$ cat src/rtl/core/gnc_pkg.sv
// Shared types, constants and helper functions of the grid neighborhood change block.
`timescale 1ns / 1ps

package gnc_pkg;

    localparam int CELL_W         = 16;
    localparam int DIM_W          = 9;
    localparam int DEST_W         = 17;
    localparam int CLASS_W        = 2;
    localparam int ADDR_W         = 3;
    localparam int DATA_W         = 32;
    localparam int NB_CELLS       = 9;
    localparam int INDEX_BITS_DEF = 16;

    // Two quotient bits per divider step
    localparam int DIV_STEPS  = CELL_W / 2;
    localparam int DIV_CNT_W  = $clog2(DIV_STEPS);

    localparam logic [DIM_W-1:0] DIM_RESET = DIM_W'(16);
    localparam logic [DIM_W-1:0] DIM_MAX   = DIM_W'(256);

    localparam logic REG_GRID_COLS = 1'b0;
    localparam logic REG_GRID_ROWS = 1'b1;

    localparam logic [CLASS_W-1:0] CLASS_ENTERED   = 2'd0;
    localparam logic [CLASS_W-1:0] CLASS_EXITED    = 2'd1;
    localparam logic [CLASS_W-1:0] CLASS_UNCHANGED = 2'd2;

    typedef struct packed {
        logic [DIM_W-1:0] grid_cols;
        logic [DIM_W-1:0] grid_rows;
    } cfg_t;

    typedef struct packed {
        logic load;
        logic div_step;
        logic mask_load;
        logic emit;
    } cmd_t;

    typedef struct packed {
        logic pend_empty;
        logic out_free;
        logic pick_last;
    } sts_t;

    // Zero acts as one, anything above 256 acts as 256
    function automatic logic [DIM_W-1:0] dim_eff(input logic [DIM_W-1:0] v);
        logic [DIM_W-1:0] d;
        if (v == '0)
            d = DIM_W'(1);
        else if (v > DIM_MAX)
            d = DIM_MAX;
        else
            d = v;
        return d;
    endfunction

endpackage

$ cat src/rtl/core/grid_neighborhood_change.sv
// An item is accepted, then divided, masked and merged; in_stall stays high until its N results
// (0..18, one per cycle when not stalled) have been emitted, and no result follows when N is 0.
// The steps are the 8-step two-lane radix-4 divider that splits both centers into
// row and column, one mask-build state, and the merge that emits one cell per cycle when not stalled.
// rst_n clears the center (no center), the sequencer and the output valid, and loads
// grid_cols and grid_rows with 16; the block takes items from the first cycle after reset.
`timescale 1ns / 1ps

module grid_neighborhood_change #(
    parameter int INDEX_BITS = gnc_pkg::INDEX_BITS_DEF
) (
    input  logic                              clk,
    input  logic                              rst_n,
    input  logic                              psel,
    input  logic                              penable,
    input  logic                              pwrite,
    input  logic [gnc_pkg::ADDR_W-1:0]        paddr,
    input  logic [gnc_pkg::DATA_W-1:0]        pwdata,
    output logic [gnc_pkg::DATA_W-1:0]        prdata,
    output logic                              pready,
    input  logic                              in_valid,
    output logic                              in_stall,
    input  logic signed [gnc_pkg::DEST_W-1:0] dest_cell,
    output logic                              out_valid,
    input  logic                              out_stall,
    output logic [gnc_pkg::CELL_W-1:0]        cell_index,
    output logic [gnc_pkg::CLASS_W-1:0]       change_class,
    output logic                              last_cell
);
    import gnc_pkg::*;

    cfg_t cfg;
    cmd_t cmd;
    sts_t sts;

    gnc_cfg u_cfg (
        .clk     (clk),
        .rst_n   (rst_n),
        .psel    (psel),
        .penable (penable),
        .pwrite  (pwrite),
        .paddr   (paddr),
        .pwdata  (pwdata),
        .prdata  (prdata),
        .pready  (pready),
        .cfg     (cfg)
    );

    gnc_ctrl u_ctrl (
        .clk      (clk),
        .rst_n    (rst_n),
        .in_valid (in_valid),
        .in_stall (in_stall),
        .cmd      (cmd),
        .sts      (sts)
    );

    gnc_dp #(
        .INDEX_BITS (INDEX_BITS)
    ) u_dp (
        .clk          (clk),
        .rst_n        (rst_n),
        .cfg          (cfg),
        .dest_cell    (dest_cell),
        .cmd          (cmd),
        .sts          (sts),
        .out_stall    (out_stall),
        .out_valid    (out_valid),
        .cell_index   (cell_index),
        .change_class (change_class),
        .last_cell    (last_cell)
    );

endmodule

$ cat src/rtl/core/gnc_cfg.sv
// APB register file holding the grid dimensions.
`timescale 1ns / 1ps

module gnc_cfg (
    input  logic                       clk,
    input  logic                       rst_n,
    input  logic                       psel,
    input  logic                       penable,
    input  logic                       pwrite,
    input  logic [gnc_pkg::ADDR_W-1:0] paddr,
    input  logic [gnc_pkg::DATA_W-1:0] pwdata,
    output logic [gnc_pkg::DATA_W-1:0] prdata,
    output logic                       pready,
    output gnc_pkg::cfg_t              cfg
);
    import gnc_pkg::*;

    logic [DIM_W-1:0] cols_reg;
    logic [DIM_W-1:0] rows_reg;
    logic             reg_sel;

    assign reg_sel = paddr[2];
    assign pready  = 1'b1;

    always_ff @(posedge clk or negedge rst_n)
    begin
        if (!rst_n)
        begin
            cols_reg <= DIM_RESET;
            rows_reg <= DIM_RESET;
        end
        else if (psel && penable && pwrite && pready)
        begin
            unique case (reg_sel)
                REG_GRID_COLS: cols_reg <= pwdata[DIM_W-1:0];
                REG_GRID_ROWS: rows_reg <= pwdata[DIM_W-1:0];
                default:       cols_reg <= cols_reg;
            endcase
        end
    end

    always_comb
    begin
        unique case (reg_sel)
            REG_GRID_COLS: prdata = DATA_W'(cols_reg);
            REG_GRID_ROWS: prdata = DATA_W'(rows_reg);
            default:       prdata = '0;
        endcase
    end

    assign cfg.grid_cols = cols_reg;
    assign cfg.grid_rows = rows_reg;

endmodule

$ cat src/rtl/core/gnc_div.sv
// Two-lane radix-4 restoring divider splitting cell indexes into row and column.
`timescale 1ns / 1ps

module gnc_div (
    input  logic                             clk,
    input  logic                             start,
    input  logic                             step,
    input  logic [1:0][gnc_pkg::CELL_W-1:0]  dividend,
    input  logic [gnc_pkg::DIM_W-1:0]        divisor,
    output logic [1:0][gnc_pkg::CELL_W-1:0]  quotient,
    output logic [1:0][gnc_pkg::DIM_W-1:0]   remainder
);
    import gnc_pkg::*;

    logic [1:0][CELL_W-1:0] quo_reg, quo_next;
    logic [1:0][DIM_W-1:0]  rem_reg, rem_next;

    always_comb
    begin
        logic [DIM_W:0]  trial;
        logic [CELL_W-1:0] q;
        logic [DIM_W-1:0]  r;
        for (int s = 0; s < 2; s++)
        begin
            q = quo_reg[s];
            r = rem_reg[s];
            // Two restoring iterations per step
            for (int i = 0; i < 2; i++)
            begin
                trial = {r, q[CELL_W-1]};
                if (trial >= {1'b0, divisor})
                begin
                    trial = trial - {1'b0, divisor};
                    q     = {q[CELL_W-2:0], 1'b1};
                end
                else
                begin
                    q     = {q[CELL_W-2:0], 1'b0};
                end
                r = trial[DIM_W-1:0];
            end
            quo_next[s] = q;
            rem_next[s] = r;
        end
    end

    always_ff @(posedge clk)
    begin
        if (start)
        begin
            quo_reg <= dividend;
            rem_reg <= '0;
        end
        else if (step)
        begin
            quo_reg <= quo_next;
            rem_reg <= rem_next;
        end
    end

    assign quotient  = quo_reg;
    assign remainder = rem_reg;

endmodule

$ cat src/rtl/core/gnc_dp.sv
// Datapath: center state, neighborhood masks, ordered merge and output register.
`timescale 1ns / 1ps

module gnc_dp #(
    parameter int INDEX_BITS = gnc_pkg::INDEX_BITS_DEF
) (
    input  logic                              clk,
    input  logic                              rst_n,
    input  gnc_pkg::cfg_t                     cfg,
    input  logic signed [gnc_pkg::DEST_W-1:0] dest_cell,
    input  gnc_pkg::cmd_t                     cmd,
    output gnc_pkg::sts_t                     sts,
    input  logic                              out_stall,
    output logic                              out_valid,
    output logic [gnc_pkg::CELL_W-1:0]        cell_index,
    output logic [gnc_pkg::CLASS_W-1:0]       change_class,
    output logic                              last_cell
);
    import gnc_pkg::*;

    localparam logic [DEST_W-1:0] CAP_LIM =
        (INDEX_BITS >= DEST_W) ? {DEST_W{1'b1}} : DEST_W'(1 << INDEX_BITS);

    localparam logic [1:0] POS_LO  = 2'd0;
    localparam logic [1:0] POS_MID = 2'd1;
    localparam logic [1:0] POS_HI  = 2'd2;

    function automatic logic [1:0] pos_row(input logic [3:0] p);
        logic [1:0] v;
        unique case (p)
            4'd0, 4'd1, 4'd2: v = POS_LO;
            4'd3, 4'd4, 4'd5: v = POS_MID;
            4'd6, 4'd7, 4'd8: v = POS_HI;
            default:          v = POS_MID;
        endcase
        return v;
    endfunction

    function automatic logic [1:0] pos_col(input logic [3:0] p);
        logic [1:0] v;
        unique case (p)
            4'd0, 4'd3, 4'd6: v = POS_LO;
            4'd1, 4'd4, 4'd7: v = POS_MID;
            4'd2, 4'd5, 4'd8: v = POS_HI;
            default:          v = POS_MID;
        endcase
        return v;
    endfunction

    // Cell at grid position p around center c; off-grid positions do not wrap but are masked out
    function automatic logic [CELL_W+1:0] nb_cell(input logic [CELL_W-1:0] c,
                                                  input logic [DIM_W-1:0]  cols,
                                                  input logic [3:0]        p);
        logic [CELL_W+1:0] v;
        v = {2'b00, c};
        unique case (pos_row(p))
            POS_LO:  v = v - (CELL_W+2)'(cols);
            POS_HI:  v = v + (CELL_W+2)'(cols);
            default: v = v;
        endcase
        unique case (pos_col(p))
            POS_LO:  v = v - (CELL_W+2)'(1);
            POS_HI:  v = v + (CELL_W+2)'(1);
            default: v = v;
        endcase
        return v;
    endfunction

    function automatic logic [3:0] first_set(input logic [NB_CELLS-1:0] m);
        logic [3:0] p;
        p = '0;
        for (int i = NB_CELLS - 1; i >= 0; i--)
        begin
            if (m[i])
                p = 4'(i);
        end
        return p;
    endfunction

    logic [DIM_W-1:0]   cols_eff;
    logic [DIM_W-1:0]   rows_eff;
    logic [2*DIM_W-1:0] prod;
    logic [DEST_W-1:0]  limit;

    logic [CELL_W-1:0]  center_reg;
    logic               center_valid_reg;
    logic [1:0][CELL_W-1:0] ctr_reg;
    logic [1:0]             side_ok_reg;
    logic [1:0][NB_CELLS-1:0] pend_reg, pend_after;
    logic [1:0][NB_CELLS-1:0] mask;

    logic [1:0][CELL_W-1:0] quo;
    logic [1:0][DIM_W-1:0]  rem;

    logic               old_ok, new_ok;
    logic [3:0]         po, pn;
    logic [CELL_W+1:0]  co, cn;
    logic               has_o, has_n;
    logic [CELL_W-1:0]  pick_cell;
    logic [CLASS_W-1:0] pick_class;

    logic               out_valid_reg;
    logic [CELL_W-1:0]  cell_reg;
    logic [CLASS_W-1:0] class_reg;
    logic               last_reg;

    assign cols_eff = dim_eff(cfg.grid_cols);
    assign rows_eff = dim_eff(cfg.grid_rows);
    assign prod     = cols_eff * rows_eff;
    assign limit    = (prod[DEST_W-1:0] < CAP_LIM) ? prod[DEST_W-1:0] : CAP_LIM;

    // A center that the grid no longer covers counts as none
    assign old_ok = center_valid_reg && ({1'b0, center_reg} < limit);
    assign new_ok = !dest_cell[DEST_W-1] && (DEST_W'(dest_cell) < limit);

    gnc_div u_div (
        .clk       (clk),
        .start     (cmd.load),
        .step      (cmd.div_step),
        .dividend  ({dest_cell[CELL_W-1:0], center_reg}),
        .divisor   (cols_eff),
        .quotient  (quo),
        .remainder (rem)
    );

    always_comb
    begin
        logic [1:0] rs, cs;
        logic       row_ok, col_ok, cell_ok;
        for (int s = 0; s < 2; s++)
        begin
            for (int p = 0; p < NB_CELLS; p++)
            begin
                rs = pos_row(4'(p));
                cs = pos_col(4'(p));
                row_ok = 1'b1;
                col_ok = 1'b1;
                if (rs == POS_LO)
                    row_ok = (quo[s] != '0);
                else if (rs == POS_HI)
                    row_ok = ({1'b0, quo[s]} + (CELL_W+1)'(1)) < (CELL_W+1)'(rows_eff);
                if (cs == POS_LO)
                    col_ok = (rem[s] != '0);
                else if (cs == POS_HI)
                    col_ok = ({1'b0, rem[s]} + (DIM_W+1)'(1)) < {1'b0, cols_eff};
                cell_ok = nb_cell(ctr_reg[s], cols_eff, 4'(p)) < {1'b0, limit};
                mask[s][p] = side_ok_reg[s] && row_ok && col_ok && cell_ok;
            end
        end
    end

    // Merge the two ascending streams one cell per emission
    always_comb
    begin
        has_o = (pend_reg[0] != '0);
        has_n = (pend_reg[1] != '0);
        po    = first_set(pend_reg[0]);
        pn    = first_set(pend_reg[1]);
        co    = nb_cell(ctr_reg[0], cols_eff, po);
        cn    = nb_cell(ctr_reg[1], cols_eff, pn);
        pend_after = pend_reg;
        if (has_o && has_n && (co == cn))
        begin
            pick_cell  = cn[CELL_W-1:0];
            pick_class = CLASS_UNCHANGED;
            pend_after[0][po] = 1'b0;
            pend_after[1][pn] = 1'b0;
        end
        else if (has_n && (!has_o || (cn < co)))
        begin
            pick_cell  = cn[CELL_W-1:0];
            pick_class = CLASS_ENTERED;
            pend_after[1][pn] = 1'b0;
        end
        else
        begin
            pick_cell  = co[CELL_W-1:0];
            pick_class = CLASS_EXITED;
            pend_after[0][po] = 1'b0;
        end
    end

    assign sts.pend_empty = !has_o && !has_n;
    assign sts.out_free   = !out_valid_reg || !out_stall;
    assign sts.pick_last  = (pend_after == '0);

    always_ff @(posedge clk or negedge rst_n)
    begin
        if (!rst_n)
        begin
            center_reg       <= '0;
            center_valid_reg <= 1'b0;
            side_ok_reg      <= '0;
            pend_reg         <= '0;
            out_valid_reg    <= 1'b0;
        end
        else
        begin
            if (cmd.load)
            begin
                side_ok_reg <= {new_ok, old_ok};
            end
            if (cmd.mask_load)
            begin
                pend_reg         <= mask;
                center_valid_reg <= side_ok_reg[1];
                center_reg       <= side_ok_reg[1] ? ctr_reg[1] : '0;
            end
            else if (cmd.emit)
            begin
                pend_reg <= pend_after;
            end
            if (cmd.emit)
                out_valid_reg <= 1'b1;
            else if (!out_stall)
                out_valid_reg <= 1'b0;
        end
    end

    always_ff @(posedge clk)
    begin
        if (cmd.load)
        begin
            ctr_reg[0] <= center_reg;
            ctr_reg[1] <= dest_cell[CELL_W-1:0];
        end
        if (cmd.emit)
        begin
            cell_reg  <= pick_cell;
            class_reg <= pick_class;
            last_reg  <= sts.pick_last;
        end
    end

    assign out_valid    = out_valid_reg;
    assign cell_index   = cell_reg;
    assign change_class = class_reg;
    assign last_cell    = last_reg;

`ifndef SYNTHESIS
    a_emit_has_work: assert property (@(posedge clk) disable iff (!rst_n)
        cmd.emit |-> (pend_reg != '0))
        else $error("emission with no pending cell");

    a_last_drains: assert property (@(posedge clk) disable iff (!rst_n)
        (cmd.emit && sts.pick_last) |=> (pend_reg == '0) && last_cell)
        else $error("last cell flagged with cells still pending");

    a_unchanged_needs_both: assert property (@(posedge clk) disable iff (!rst_n)
        (cmd.emit && (pick_class == CLASS_UNCHANGED)) |-> (side_ok_reg == 2'b11))
        else $error("unchanged cell without both centers");

    a_no_overwrite: assert property (@(posedge clk) disable iff (!rst_n)
        (out_valid_reg && out_stall) |-> !cmd.emit)
        else $error("held item overwritten");
`endif

endmodule

$ cat src/rtl/core/gnc_ctrl.sv
// Controller sequencing accept, divide, mask build and result emission.
`timescale 1ns / 1ps

module gnc_ctrl (
    input  logic          clk,
    input  logic          rst_n,
    input  logic          in_valid,
    output logic          in_stall,
    output gnc_pkg::cmd_t cmd,
    input  gnc_pkg::sts_t sts
);
    import gnc_pkg::*;

    localparam logic [1:0] ST_IDLE = 2'd0;
    localparam logic [1:0] ST_DIV  = 2'd1;
    localparam logic [1:0] ST_MASK = 2'd2;
    localparam logic [1:0] ST_EMIT = 2'd3;

    logic [1:0]           state_reg, state_next;
    logic [DIV_CNT_W-1:0] cnt_reg, cnt_next;

    assign in_stall = (state_reg != ST_IDLE);

    always_comb
    begin
        state_next    = state_reg;
        cnt_next      = cnt_reg;
        cmd           = '0;
        unique case (state_reg)
            ST_IDLE:
            begin
                if (in_valid)
                begin
                    cmd.load   = 1'b1;
                    cnt_next   = '0;
                    state_next = ST_DIV;
                end
            end
            ST_DIV:
            begin
                cmd.div_step = 1'b1;
                cnt_next     = cnt_reg + DIV_CNT_W'(1);
                if (cnt_reg == DIV_CNT_W'(DIV_STEPS - 1))
                    state_next = ST_MASK;
            end
            ST_MASK:
            begin
                cmd.mask_load = 1'b1;
                state_next    = ST_EMIT;
            end
            ST_EMIT:
            begin
                priority if (sts.pend_empty)
                begin
                    state_next = ST_IDLE;
                end
                else if (sts.out_free)
                begin
                    cmd.emit = 1'b1;
                    if (sts.pick_last)
                        state_next = ST_IDLE;
                end
                else
                begin
                    // Hold while the output register is stalled
                    state_next = ST_EMIT;
                end
            end
            default:
            begin
                state_next = ST_IDLE;
            end
        endcase
    end

    always_ff @(posedge clk or negedge rst_n)
    begin
        if (!rst_n)
        begin
            state_reg <= ST_IDLE;
            cnt_reg   <= '0;
        end
        else
        begin
            state_reg <= state_next;
            cnt_reg   <= cnt_next;
        end
    end

`ifndef SYNTHESIS
    a_div_length: assert property (@(posedge clk) disable iff (!rst_n)
        cmd.load |=> (state_reg == ST_DIV) && (cnt_reg == '0))
        else $error("divide did not start after accept");

    a_mask_after_div: assert property (@(posedge clk) disable iff (!rst_n)
        (state_reg == ST_MASK) |-> $past(state_reg == ST_DIV))
        else $error("mask build without completed divide");

    a_one_command: assert property (@(posedge clk) disable iff (!rst_n)
        $onehot0({cmd.load, cmd.div_step, cmd.mask_load, cmd.emit}))
        else $error("conflicting datapath commands");
`endif

endmodule
$ cat config.mk
export PLATFORM = sky130hd
export DESIGN_NAME = grid_neighborhood_change
export DESIGN_NICKNAME = d
export VERILOG_FILES = /design/src/rtl/core/gnc_pkg.sv /design/src/rtl/core/grid_neighborhood_change.sv /design/src/rtl/core/gnc_cfg.sv /design/src/rtl/core/gnc_div.sv /design/src/rtl/core/gnc_dp.sv /design/src/rtl/core/gnc_ctrl.sv
export SDC_FILE = /design/constraint.sdc
export NUM_CORES = 1
export LEC_CHECK = 0
export BUFFER_PORTS_ARGS = -buffer_cell sky130_fd_sc_hd__buf_2
export CORE_MARGIN = 1.5
export CORE_UTILIZATION = 46
export DETAILED_ROUTE_END_ITERATION = 8
export HOLD_SLACK_MARGIN = 0.12
export PLACE_DENSITY = 0.6
export SYNTH_ARGS = -nofsm -noshare
export SYNTH_HDL_FRONTEND = slang
export SYNTH_SLANG_ARGS = --single-unit
$ cat constraint.sdc
create_clock -name clk -period 24.1 [get_ports clk]
set_input_delay 4.82 -clock clk [delete_from_list [all_inputs] [get_ports clk]]
set_output_delay 4.82 -clock clk [all_outputs]
set_load 0.03 [all_outputs]
# == Yosys cells after proc, flatten, opt, wreduce, memory -nomap -nowiden ==
# Memory sizes are Yosys's and may differ from the RTL's.
# Cells that the tools add are included.
# word_totals
word_cells,248
mem_bits_ro,128
out_inout_bits,54
memories,4
reg_bits,162
# op_classes
bitwise_logic,5
reduce_logical,73
addsub,29
n_lt_le_gt_ge,36
n_mux,68
mul,1
n_eq_ne,13
# mem_list
memory,words,word_bits,read_ports,rd_ports_with_merged_regs,write_ports,line_no,source
(no name shown),16,2,1,0,0,gnc_dp.sv:30,unique case (p)
(no name shown),16,2,1,0,0,gnc_dp.sv:41,unique case (p)
(no name shown),16,2,1,0,0,gnc_dp.sv:30,
(no name shown),16,2,1,0,0,gnc_dp.sv:41,
# ops
op,n
less-than comparator 18 x 17 -> 1 bit,16
case mux 18 bit (2 select lines),4
adder 18 x 1 -> 18 bit (second input constant),6
subtractor 18 x 1 -> 18 bit (second input constant),6
2-to-1 mux 9 bit,10
2-to-1 mux 4 bit,18
adder 16 x 1 -> 17 bit (second input constant),4
2-to-1 mux 32 bit,2
case mux 32 bit (2 select lines),1
2-to-1 mux 18 bit,3
less-than comparator 16 x 17 -> 1 bit,3
2-to-1 mux 16 bit,3
logical AND 1 bit,44
>= comparator 10 x 9 -> 1 bit,4
nonzero test 9 bit,4
subtractor 9 bit,4
adder 16 x 9 -> 17 bit,2
less-than comparator 17 x 9 -> 1 bit,2
subtractor 16 x 1 -> 17 bit (second input constant),2
subtractor 16 x 9 -> 17 bit,2
nonzero test 16 bit,2
adder 9 x 1 -> 10 bit (second input constant),2
less-than comparator 10 x 9 -> 1 bit,2
bitwise AND 9 bit,2
other kinds (32),77

# == Longest topological paths before layout ==
# Gate-level depths: netlist (run 1).
# An unclocked memory read counts as a cell.
# depth
ltp_word,24
depth_mapped,37
depth_no_buf,36

# == By module ==
# A second synthesis (run 1) with hierarchy kept.
# unflattened
cells_unflattened,3505
area_unflattened_um2,28726.3
# by_module_without_submodules
module,cells_per_inst,area_each_um2,instances
gnc_dp,2976,23311.1,1
gnc_div,430,4130.2,1
gnc_cfg,74,1001.0,1
gnc_ctrl,25,284.0,1

# == Worst setup path after synthesis (run 1) ==
# No wires, ideal clock.
# synth_timing
kind,input-to-output
start,in paddr[2] (netlist bit)
end,out prdata[8] (netlist bit)
slack_ps,13535
cell_stages,2
arrival_ps,5745
cell_sequence,clkbuf_1 > o21ai_0
# synth_between
elab_chain_len,2
# synth_lines
element,line_no,source
from (decl),grid_neighborhood_change.sv:17,"input logic [gnc_pkg::ADDR_W-1:0] paddr,"
NOT 1 bit (no source line),-,
case mux 32 bit (2 select lines) (*),gnc_cfg.sv:44,unique case (reg_sel)
to (decl),grid_neighborhood_change.sv:19,"output logic [gnc_pkg::DATA_W-1:0] prdata,"
# Mark *: on every way between the ends. The rest lies on a longest branch, timed or not. The select of a mux whose other input is x is not followed.

# == Worst setup path in the final report (run 1) ==
# layout_timing
start,reg u_cfg.cols_reg[5]
end,reg u_ctrl.state_reg[0]
# layout_between
elab_chain_len,15
elab_cells_between_ends,27
# layout_lines
element,line_no,source
from (decl),gnc_cfg.sv:18,logic [DIM_W-1:0] cols_reg;
from (signal assigned),gnc_cfg.sv:35,REG_GRID_COLS: cols_reg <= pwdata[DIM_W-1:0];
from (signal assigned),gnc_cfg.sv:37,default: cols_reg <= cols_reg;
> comparator 9 bit,gnc_pkg.sv:52,else if (v > DIM_MAX)
2-to-1 mux 9 bit,gnc_pkg.sv:52,
2-to-1 mux 9 bit (*),gnc_pkg.sv:50,if (v == '0)
adder 16 x 9 -> 17 bit or subtractor 16 x 9 -> 17 bit (tied branches),-,
case mux 18 bit (2 select lines),gnc_dp.sv:56,unique case (pos_row(p))
adder 18 x 1 -> 18 bit or subtractor 18 x 1 -> 18 bit (tied branches),"gnc_dp.sv:63, gnc_dp.sv:62",
case mux 18 bit (2 select lines),gnc_dp.sv:61,unique case (pos_col(p))
less-than comparator 18 bit,gnc_dp.sv:169,else if (has_n && (!has_o || (cn < co)))
logical OR 1 bit,gnc_dp.sv:169,
logical AND 1 bit,gnc_dp.sv:169,
2-to-1 mux 9 bit,gnc_dp.sv:169,
2-to-1 mux 18 bit (*),gnc_dp.sv:162,if (has_o && has_n && (co == cn))
zero test 18 bit (*),gnc_dp.sv:185,assign sts.pick_last = (pend_after == '0);
!= test 4 bit (no source line) (*),-,
AND reduction 3 bit (no source line) (*),-,
to (signal assigned),gnc_ctrl.sv:85,state_reg <= state_next;
to (decl),gnc_ctrl.sv:19,"logic [1:0] state_reg, state_next;"
# Mark *: on every way between the ends. The rest lies on a longest branch, timed or not.
# A chain may end at the register's enable or synchronous reset.

==> results of run 1 <==
-- metrics by stage --
stage | utilization (%) | setup slack, ns | cells | hold slack (ns)
2_1_floorplan | - | 13.54 | 3483 | 0.4469
3_3_place_gp | 48.46 | 13.69 | 4257 | 0.4690
3_5_place_dp | 48.46 | 13.70 | 4257 | 0.4822
4_1_cts | 49.46 | 13.70 | 4289 | 0.4978
5_1_grt | 49.46 | 13.04 | 4289 | 0.5194
6_report | 49.46 | 13.63 | 4289 | 0.4947
-- critical path, delay by kind of cell, from the launching register on --
kind | cells | cell delay, ns
compound gates | 19 | 4.14
simple gates | 8 | 2.71
fa+ha+maj | 4 | 1.28
xor+xnor | 2 | 0.89
buf+inv | 4 | 0.84
flops | 1 | 0.43
-- synthesized netlist by cell type (15+ instances only) --
cell / count / area [um^2]
nand2_1: 357 / 1340
dfrtp_1: 59 / 1476
nand4_1: 79 / 494.2
o21a_1: 30 / 225.2
and3_1: 39 / 244.0
or3_1: 21 / 131.4
nor3_1: 89 / 445.4
buf_4: 24 / 180.2
fa_1: 59 / 1181
a21oi_1: 190 / 950.9
inv_1: 230 / 863.3
a211oi_1: 33 / 247.7
xor2_1: 101 / 884.6
a21boi_0: 15 / 112.6
nand2b_1: 44 / 275.3
o31ai_1: 23 / 172.7
dfxtp_1: 18 / 360.4
nor2b_1: 70 / 437.9
a21o_1: 116 / 870.8
xnor2_1: 199 / 1743
o21ai_0: 176 / 880.8
edfxtp_1: 83 / 2492
o211ai_1: 22 / 165.2
ha_1: 534 / 6681
mux2i_1: 34 / 340.3
nor2_1: 249 / 934.7
or2_2: 18 / 112.6
mux2_2: 30 / 337.8
clkbuf_1: 79 / 296.5
nand3_1: 126 / 630.6
a31oi_1: 23 / 143.9
nor4_1: 32 / 200.2
o22ai_1: 29 / 181.4
-- layout make-up --
class | count | area [um^2]
clock buffers | 21 | 493.0
inverters | 235 | 882.1
clock inverters | 11 | 105.1
well taps | 782 | 978.4
repair buffers | 110 | 670.6
multi-input cells | 2968 | 22280
fillers | 6012 | 30450
flip-flops and latches | 162 | 4382
-- per-layer routing --
metal,up-vias,wire [um]
met5,-,11
met4,2,2653
met3,119,5657
met2,808,40530
met1,12169,41820
li1,12574,-
-- worst max path at each step --
stage	start	to	slack (ns)	cells after the start
2_1_floorplan	paddr[2]	prdata[8]	13.54	2
3_3_place_gp	paddr[2]	prdata[3]	13.69	3
3_5_place_dp	paddr[2]	prdata[3]	13.70	3
4_1_cts	paddr[2]	prdata[3]	13.70	3
5_1_grt	u_cfg.cols_reg[5]	u_ctrl.state_reg[0]	13.04	37
6_report	u_cfg.cols_reg[5]	u_ctrl.state_reg[0]	13.63	37
-- logic make-up after synthesis --
logic type,count (synthesis)
AND/OR/NAND/NOR,1188
adder cells (fa/ha/maj),593
multiplexers,65
XOR/XNOR,300
AO/OA/AOI/OAI,798
flip-flops,162
buffers and inverters,353
other,2
==> impl_metrics.csv, run 1 <==
group,metric,value,unit
job,drv_cap,0,
cts,h-tree-depth,4,
synthesis,synth-simple-area-share,20.67,%
cts,hold_buffers,0,
run_status,status,"complete, no violations",
floorplanning,start_util,46.43,%
global_routing,antenna_found_initial,1,
final_layout,areaGrowthSynthToFinish,6.508,%
cts,clockBufferDepth,2,
drt,drt_first_pass_iters,6,
final_layout,layout_common_cells,"ha_1, nand2_1, nor2_1",
sta,maxSlewViolCount,0,
sta,worst_pin_slew,1.121,ns
floorplanning,die_h,249.6,um
worst_hold_path,hold_start,"u_dp.center_valid_reg",
placed_design,place.port_buffers,63,
synthesis,netlist_instances,3461,
worst_setup_path,cp-start-kind,"register",
cts,clk_pin_slew,0.08,ns
drt,vias,25672,
cts,cts_sinks,162,
placed_design,dp_hpwl,69030,um
synthesis,synth_fa_ha_area_share,28.11,%
global_routing,grt_max_degree,70,
worst_hold_path,worstHoldPathType,"reg2reg",
final_layout,nNetsFinal,4146,
worst_setup_path,timing.rr.end,"u_ctrl.state_reg[0]",
worst_setup_path,regToRegSetupSlack,13.63,ns
global_routing,met3_usage,4.631,%
cts,cts_tree,"done",
sta,setup_viol,0,
worst_setup_path,cp.required,24.41,ns
floorplanning,die_w,249.6,um
global_routing,met1_usage,40.06,%
sta,relSlewSlack,24.35,%
synthesis,ys_warn_count,0,
sta,finalCritPeriodShare,43.46,%
floorplanning,ios,113,
cts,cts_resized,0,
worst_setup_path,crit_type,"reg2reg",
floorplanning,rows,90,
placed_design,gp_congestion,0.9462,
drt,postRouteAntennaNets,0,
floorplanning,design.core.area,60250,um^2
drt,wl_per_cell,21.14,um
worst_setup_path,critPathCaptureType,"register",
synthesis,synth_edf_count,83,
floorplanning,dieArea,62300,um^2
worst_setup_path,critical_path.slowest_cell,"xnor2_1",
worst_setup_path,cp_max_fo,28,
worst_hold_path,whs_endpoint,"u_dp.center_valid_reg",
drt,drt_iter0_markers,2022,
global_routing,grt_use_total,28.97,%
synthesis,yosysUniqueCellTypes,82,
final_layout,final_common_cell,"ha_1",
synthesis,netlist_area,27970,um^2
worst_setup_path,reg2reg_depth,37,
drt,routed_via_density,5.986,
cts,clock-root-buffer,"clkbuf_16",
global_routing,top_usage_layer,"met2",
drt,drc,0,
drt,routed_wl,90680,um
synthesis,synth-seq-cells,162,
synthesis,ys_async_sr_fraction,37.65,%
synthesis,synth_top_family_by_area,"adder cells",
synthesis,synth_mux_area_share,2.473,%
sta,fin_setup_tns,0,ns
sta,hold_viol,0,
worst_hold_path,holdPathStages,2,
sta,period_minus_slack,10.47,ns
cts,clk_latency,0.47,ns
sta,fin_skew,0.02073,ns
global_routing,grt_pass1_vias,24513,
placed_design,placed_area,29200,um^2
cts,cts_buffers,17,
sta,max_freq,95.49,MHz
synthesis,ys_seq_area_share,15.66,%
worst_setup_path,reg2reg_from,"u_cfg.cols_reg[5]",
synthesis,synth-main-ff-cell,"edfxtp_1",
final_layout,drive_above_1_share,6.330,%
final_layout,final_area,29790,um^2
global_routing,overflow,0,
cts,cts_setup_buffers,0,
synthesis,synth_compound_area_share,18.60,%
synthesis,avgSynthCellArea,8.083,um^2
sta,rsz0062_at_grt,"false",
global_routing,grt_pass1_wl,141300,um
synthesis,synthXorXnorAreaFrac,9.393,%
worst_setup_path,cp.arrival,10.79,ns
worst_setup_path,crit_path_frequent_cell,"a21oi_1",
final_layout,n_antenna_cell,0,
worst_setup_path,slowest_delay,0.72,ns
global_routing,use_met2,46.11,%
Power of run 1 is left out: the tool's default activity adds up to more than one toggle a clock period on the data nets, which glitch-free logic cannot reach.
==> inputs of run 2 (changes only) <==
Settings changed: PLACE_DENSITY 0.6 to 0.63.
Clock period 24.1 ns to 8.9 ns, I/O delays scaled along.
==> run 2 against run 1 <==
Setup slack lost 13 ns; global-route usage grew 0.073 points; utilization grew 1.3 points; non-clock buffer count grew 74; wire length grew 1.8%; clock skew grew 0.0075 ns; fmax grew 23%; sequential cell count is the same; critical path type unchanged; largest cell class unchanged.
==> impl_metrics.csv, run 2 (same netlist as run 1, synthesis figures left out) <==
group,metric,value,unit
run_status,status,"complete, no violations",
cts,h-tree-depth,4,
floorplanning,start_util,46.43,%
worst_setup_path,cp.required,9.22,ns
final_layout,final_area,30580,um^2
worst_setup_path,regToRegSetupSlack,0.38,ns
floorplanning,die_w,249.6,um
drt,drt_first_pass_iters,7,
sta,hold_viol,0,
final_layout,nFillCells,5901,
cts,cts_buffers,17,
drt,routed_wl,92320,um
worst_hold_path,worstHoldPathType,"reg2reg",
sta,max_freq,117.3,MHz
floorplanning,dieArea,62300,um^2
global_routing,overflow,0,
global_routing,top_usage_layer,"met2",
global_routing,grt_use_total,29.04,%
drt,routed_via_density,6.034,
worst_setup_path,path_delay_family,"compound AO/OA/AOI/OAI gates",
sta,fin_setup_tns,0,ns
sta,finalCritPeriodShare,95.79,%
global_routing,grt_pass1_vias,24577,
cts,clk_pin_slew,0.08,ns
cts,clockBufferDepth,2,
floorplanning,ios,113,
final_layout,areaGrowthSynthToFinish,9.303,%
placed_design,dp_hpwl,72890,um
cts,clk_latency,0.47,ns
global_routing,grt_max_degree,70,
job,drv_cap,0,
global_routing,met1_usage,39.87,%
cts,cts_tree,"done",
worst_setup_path,crit_type,"reg2reg",
global_routing,met3_usage,3.995,%
sta,worst_pin_slew,1.047,ns
worst_setup_path,slowest_delay,0.53,ns
worst_setup_path,crit_path_frequent_cell,"a21oi_1",
worst_hold_path,whs_endpoint,"u_dp.center_valid_reg",
cts,cts_sinks,162,
worst_hold_path,holdPathStages,2,
cts,hold_buffers,0,
drt,wl_per_cell,21.15,um
drt,vias,26332,
worst_setup_path,crit_buf_inv,4,
final_layout,final_common_cell,"ha_1",
sta,setup_viol,0,
drt,drc,0,
final_layout,nNetsFinal,4220,
global_routing,antenna_found_initial,1,
sta,holdWs,0.4943,ns
global_routing,grt_pass1_wl,142700,um
worst_setup_path,reg2reg_depth,37,
worst_hold_path,hold_start,"u_dp.center_valid_reg",
worst_setup_path,critical_path.slowest_cell,"or4_1",
worst_setup_path,critPathCaptureType,"register",
placed_design,placed_area,29730,um^2
sta,maxSlewViolCount,0,
drt,postRouteAntennaNets,0,
final_layout,layout_common_cells,"ha_1, nand2_1, nor2_1",
sta,fin_skew,0.02826,ns
worst_setup_path,timing.rr.end,"u_ctrl.state_reg[0]",
floorplanning,die_h,249.6,um
drt,drt_iter0_markers,2144,
sta,period_minus_slack,8.525,ns
final_layout,drive_above_1_share,9.327,%
global_routing,use_met2,46.57,%
floorplanning,rows,90,
cts,clock-root-buffer,"clkbuf_16",
worst_setup_path,cp.arrival,8.85,ns
placed_design,gp_congestion,0.9771,
worst_setup_path,cp_max_fo,4,
sta,relSlewSlack,29.95,%
floorplanning,design.core.area,60250,um^2
worst_setup_path,reg2reg_from,"u_cfg.cols_reg[5]",
placed_design,place.port_buffers,63,
worst_setup_path,cp-start-kind,"register",
run 2: cell types whose count changed in the layout (fill, tap and decap cells not counted), moves of 7 or more:
cell / delta
a21oi_1: -8
a21oi_2: +7
buf_4: +73
o21ai_0: -7
run 2: area by class of cell:
class	instances	area, um^2	share of cell area [%]
clock inverter	12	113.9	0.3724
clock buffer	20	479.2	1.567
multi-input combinational	2968	22510	73.61
timing repair buffer	184	1224	4.002
sequential	162	4382	14.33
tap	782	978.4	3.200
inverter	235	889.6	2.909
antenna	1	2.502	0.008184
run 2: worst min-delay path: stages, from the launching register on:
cell	delay (ns)
dfrtp_1	0.36
nand2_1	0.05
nand2_1	0.05
run 2: routing by layer:
metal	part of all wire, %	up-vias
met2	44	965
met3	7.2	155
li1	-	12760
met5	0.018	-
met1	45	12450
met4	3.6	2
run 2: worst max-delay path by stage:
| stage | startpoint | endpoint | slack, ns | depth (start not counted) |
|---|---|---|---|---|
| 4_1_cts | u_cfg.cols_reg[5] | u_ctrl.state_reg[0] | 0.04 | 37 |
| 6_report | u_cfg.cols_reg[5] | u_ctrl.state_reg[0] | 0.38 | 37 |
| 3_3_place_gp | u_cfg.cols_reg[5] | u_ctrl.state_reg[0] | -0.17 | 36 |
| 2_1_floorplan | u_cfg.cols_reg[8] | u_dp.pend_reg[15] | 0.19 | 29 |
| 5_1_grt | u_cfg.cols_reg[5] | u_ctrl.state_reg[0] | -0.07 | 37 |
| 3_5_place_dp | u_cfg.cols_reg[4] | u_ctrl.state_reg[0] | -0.18 | 36 |
run 2: repair_timing:
item,4_1_cts,5_1_grt
endpoints found under the setup margin,2,22
resized for setup,4,47
setup buffers,0,3
pin swaps,0,11
run 2: through the flow:
step                std cells  worst slack [ns]  utilization, %
CTS                      4360           0.03949           50.36
detailed placement       4328           -0.1807           49.34
floorplan                3483            0.1889               -
global placement         4328           -0.1691           49.34
finish                   4364            0.3750           50.75
global route             4363          -0.07052           50.75
Power of run 2 is left out for the same reason.
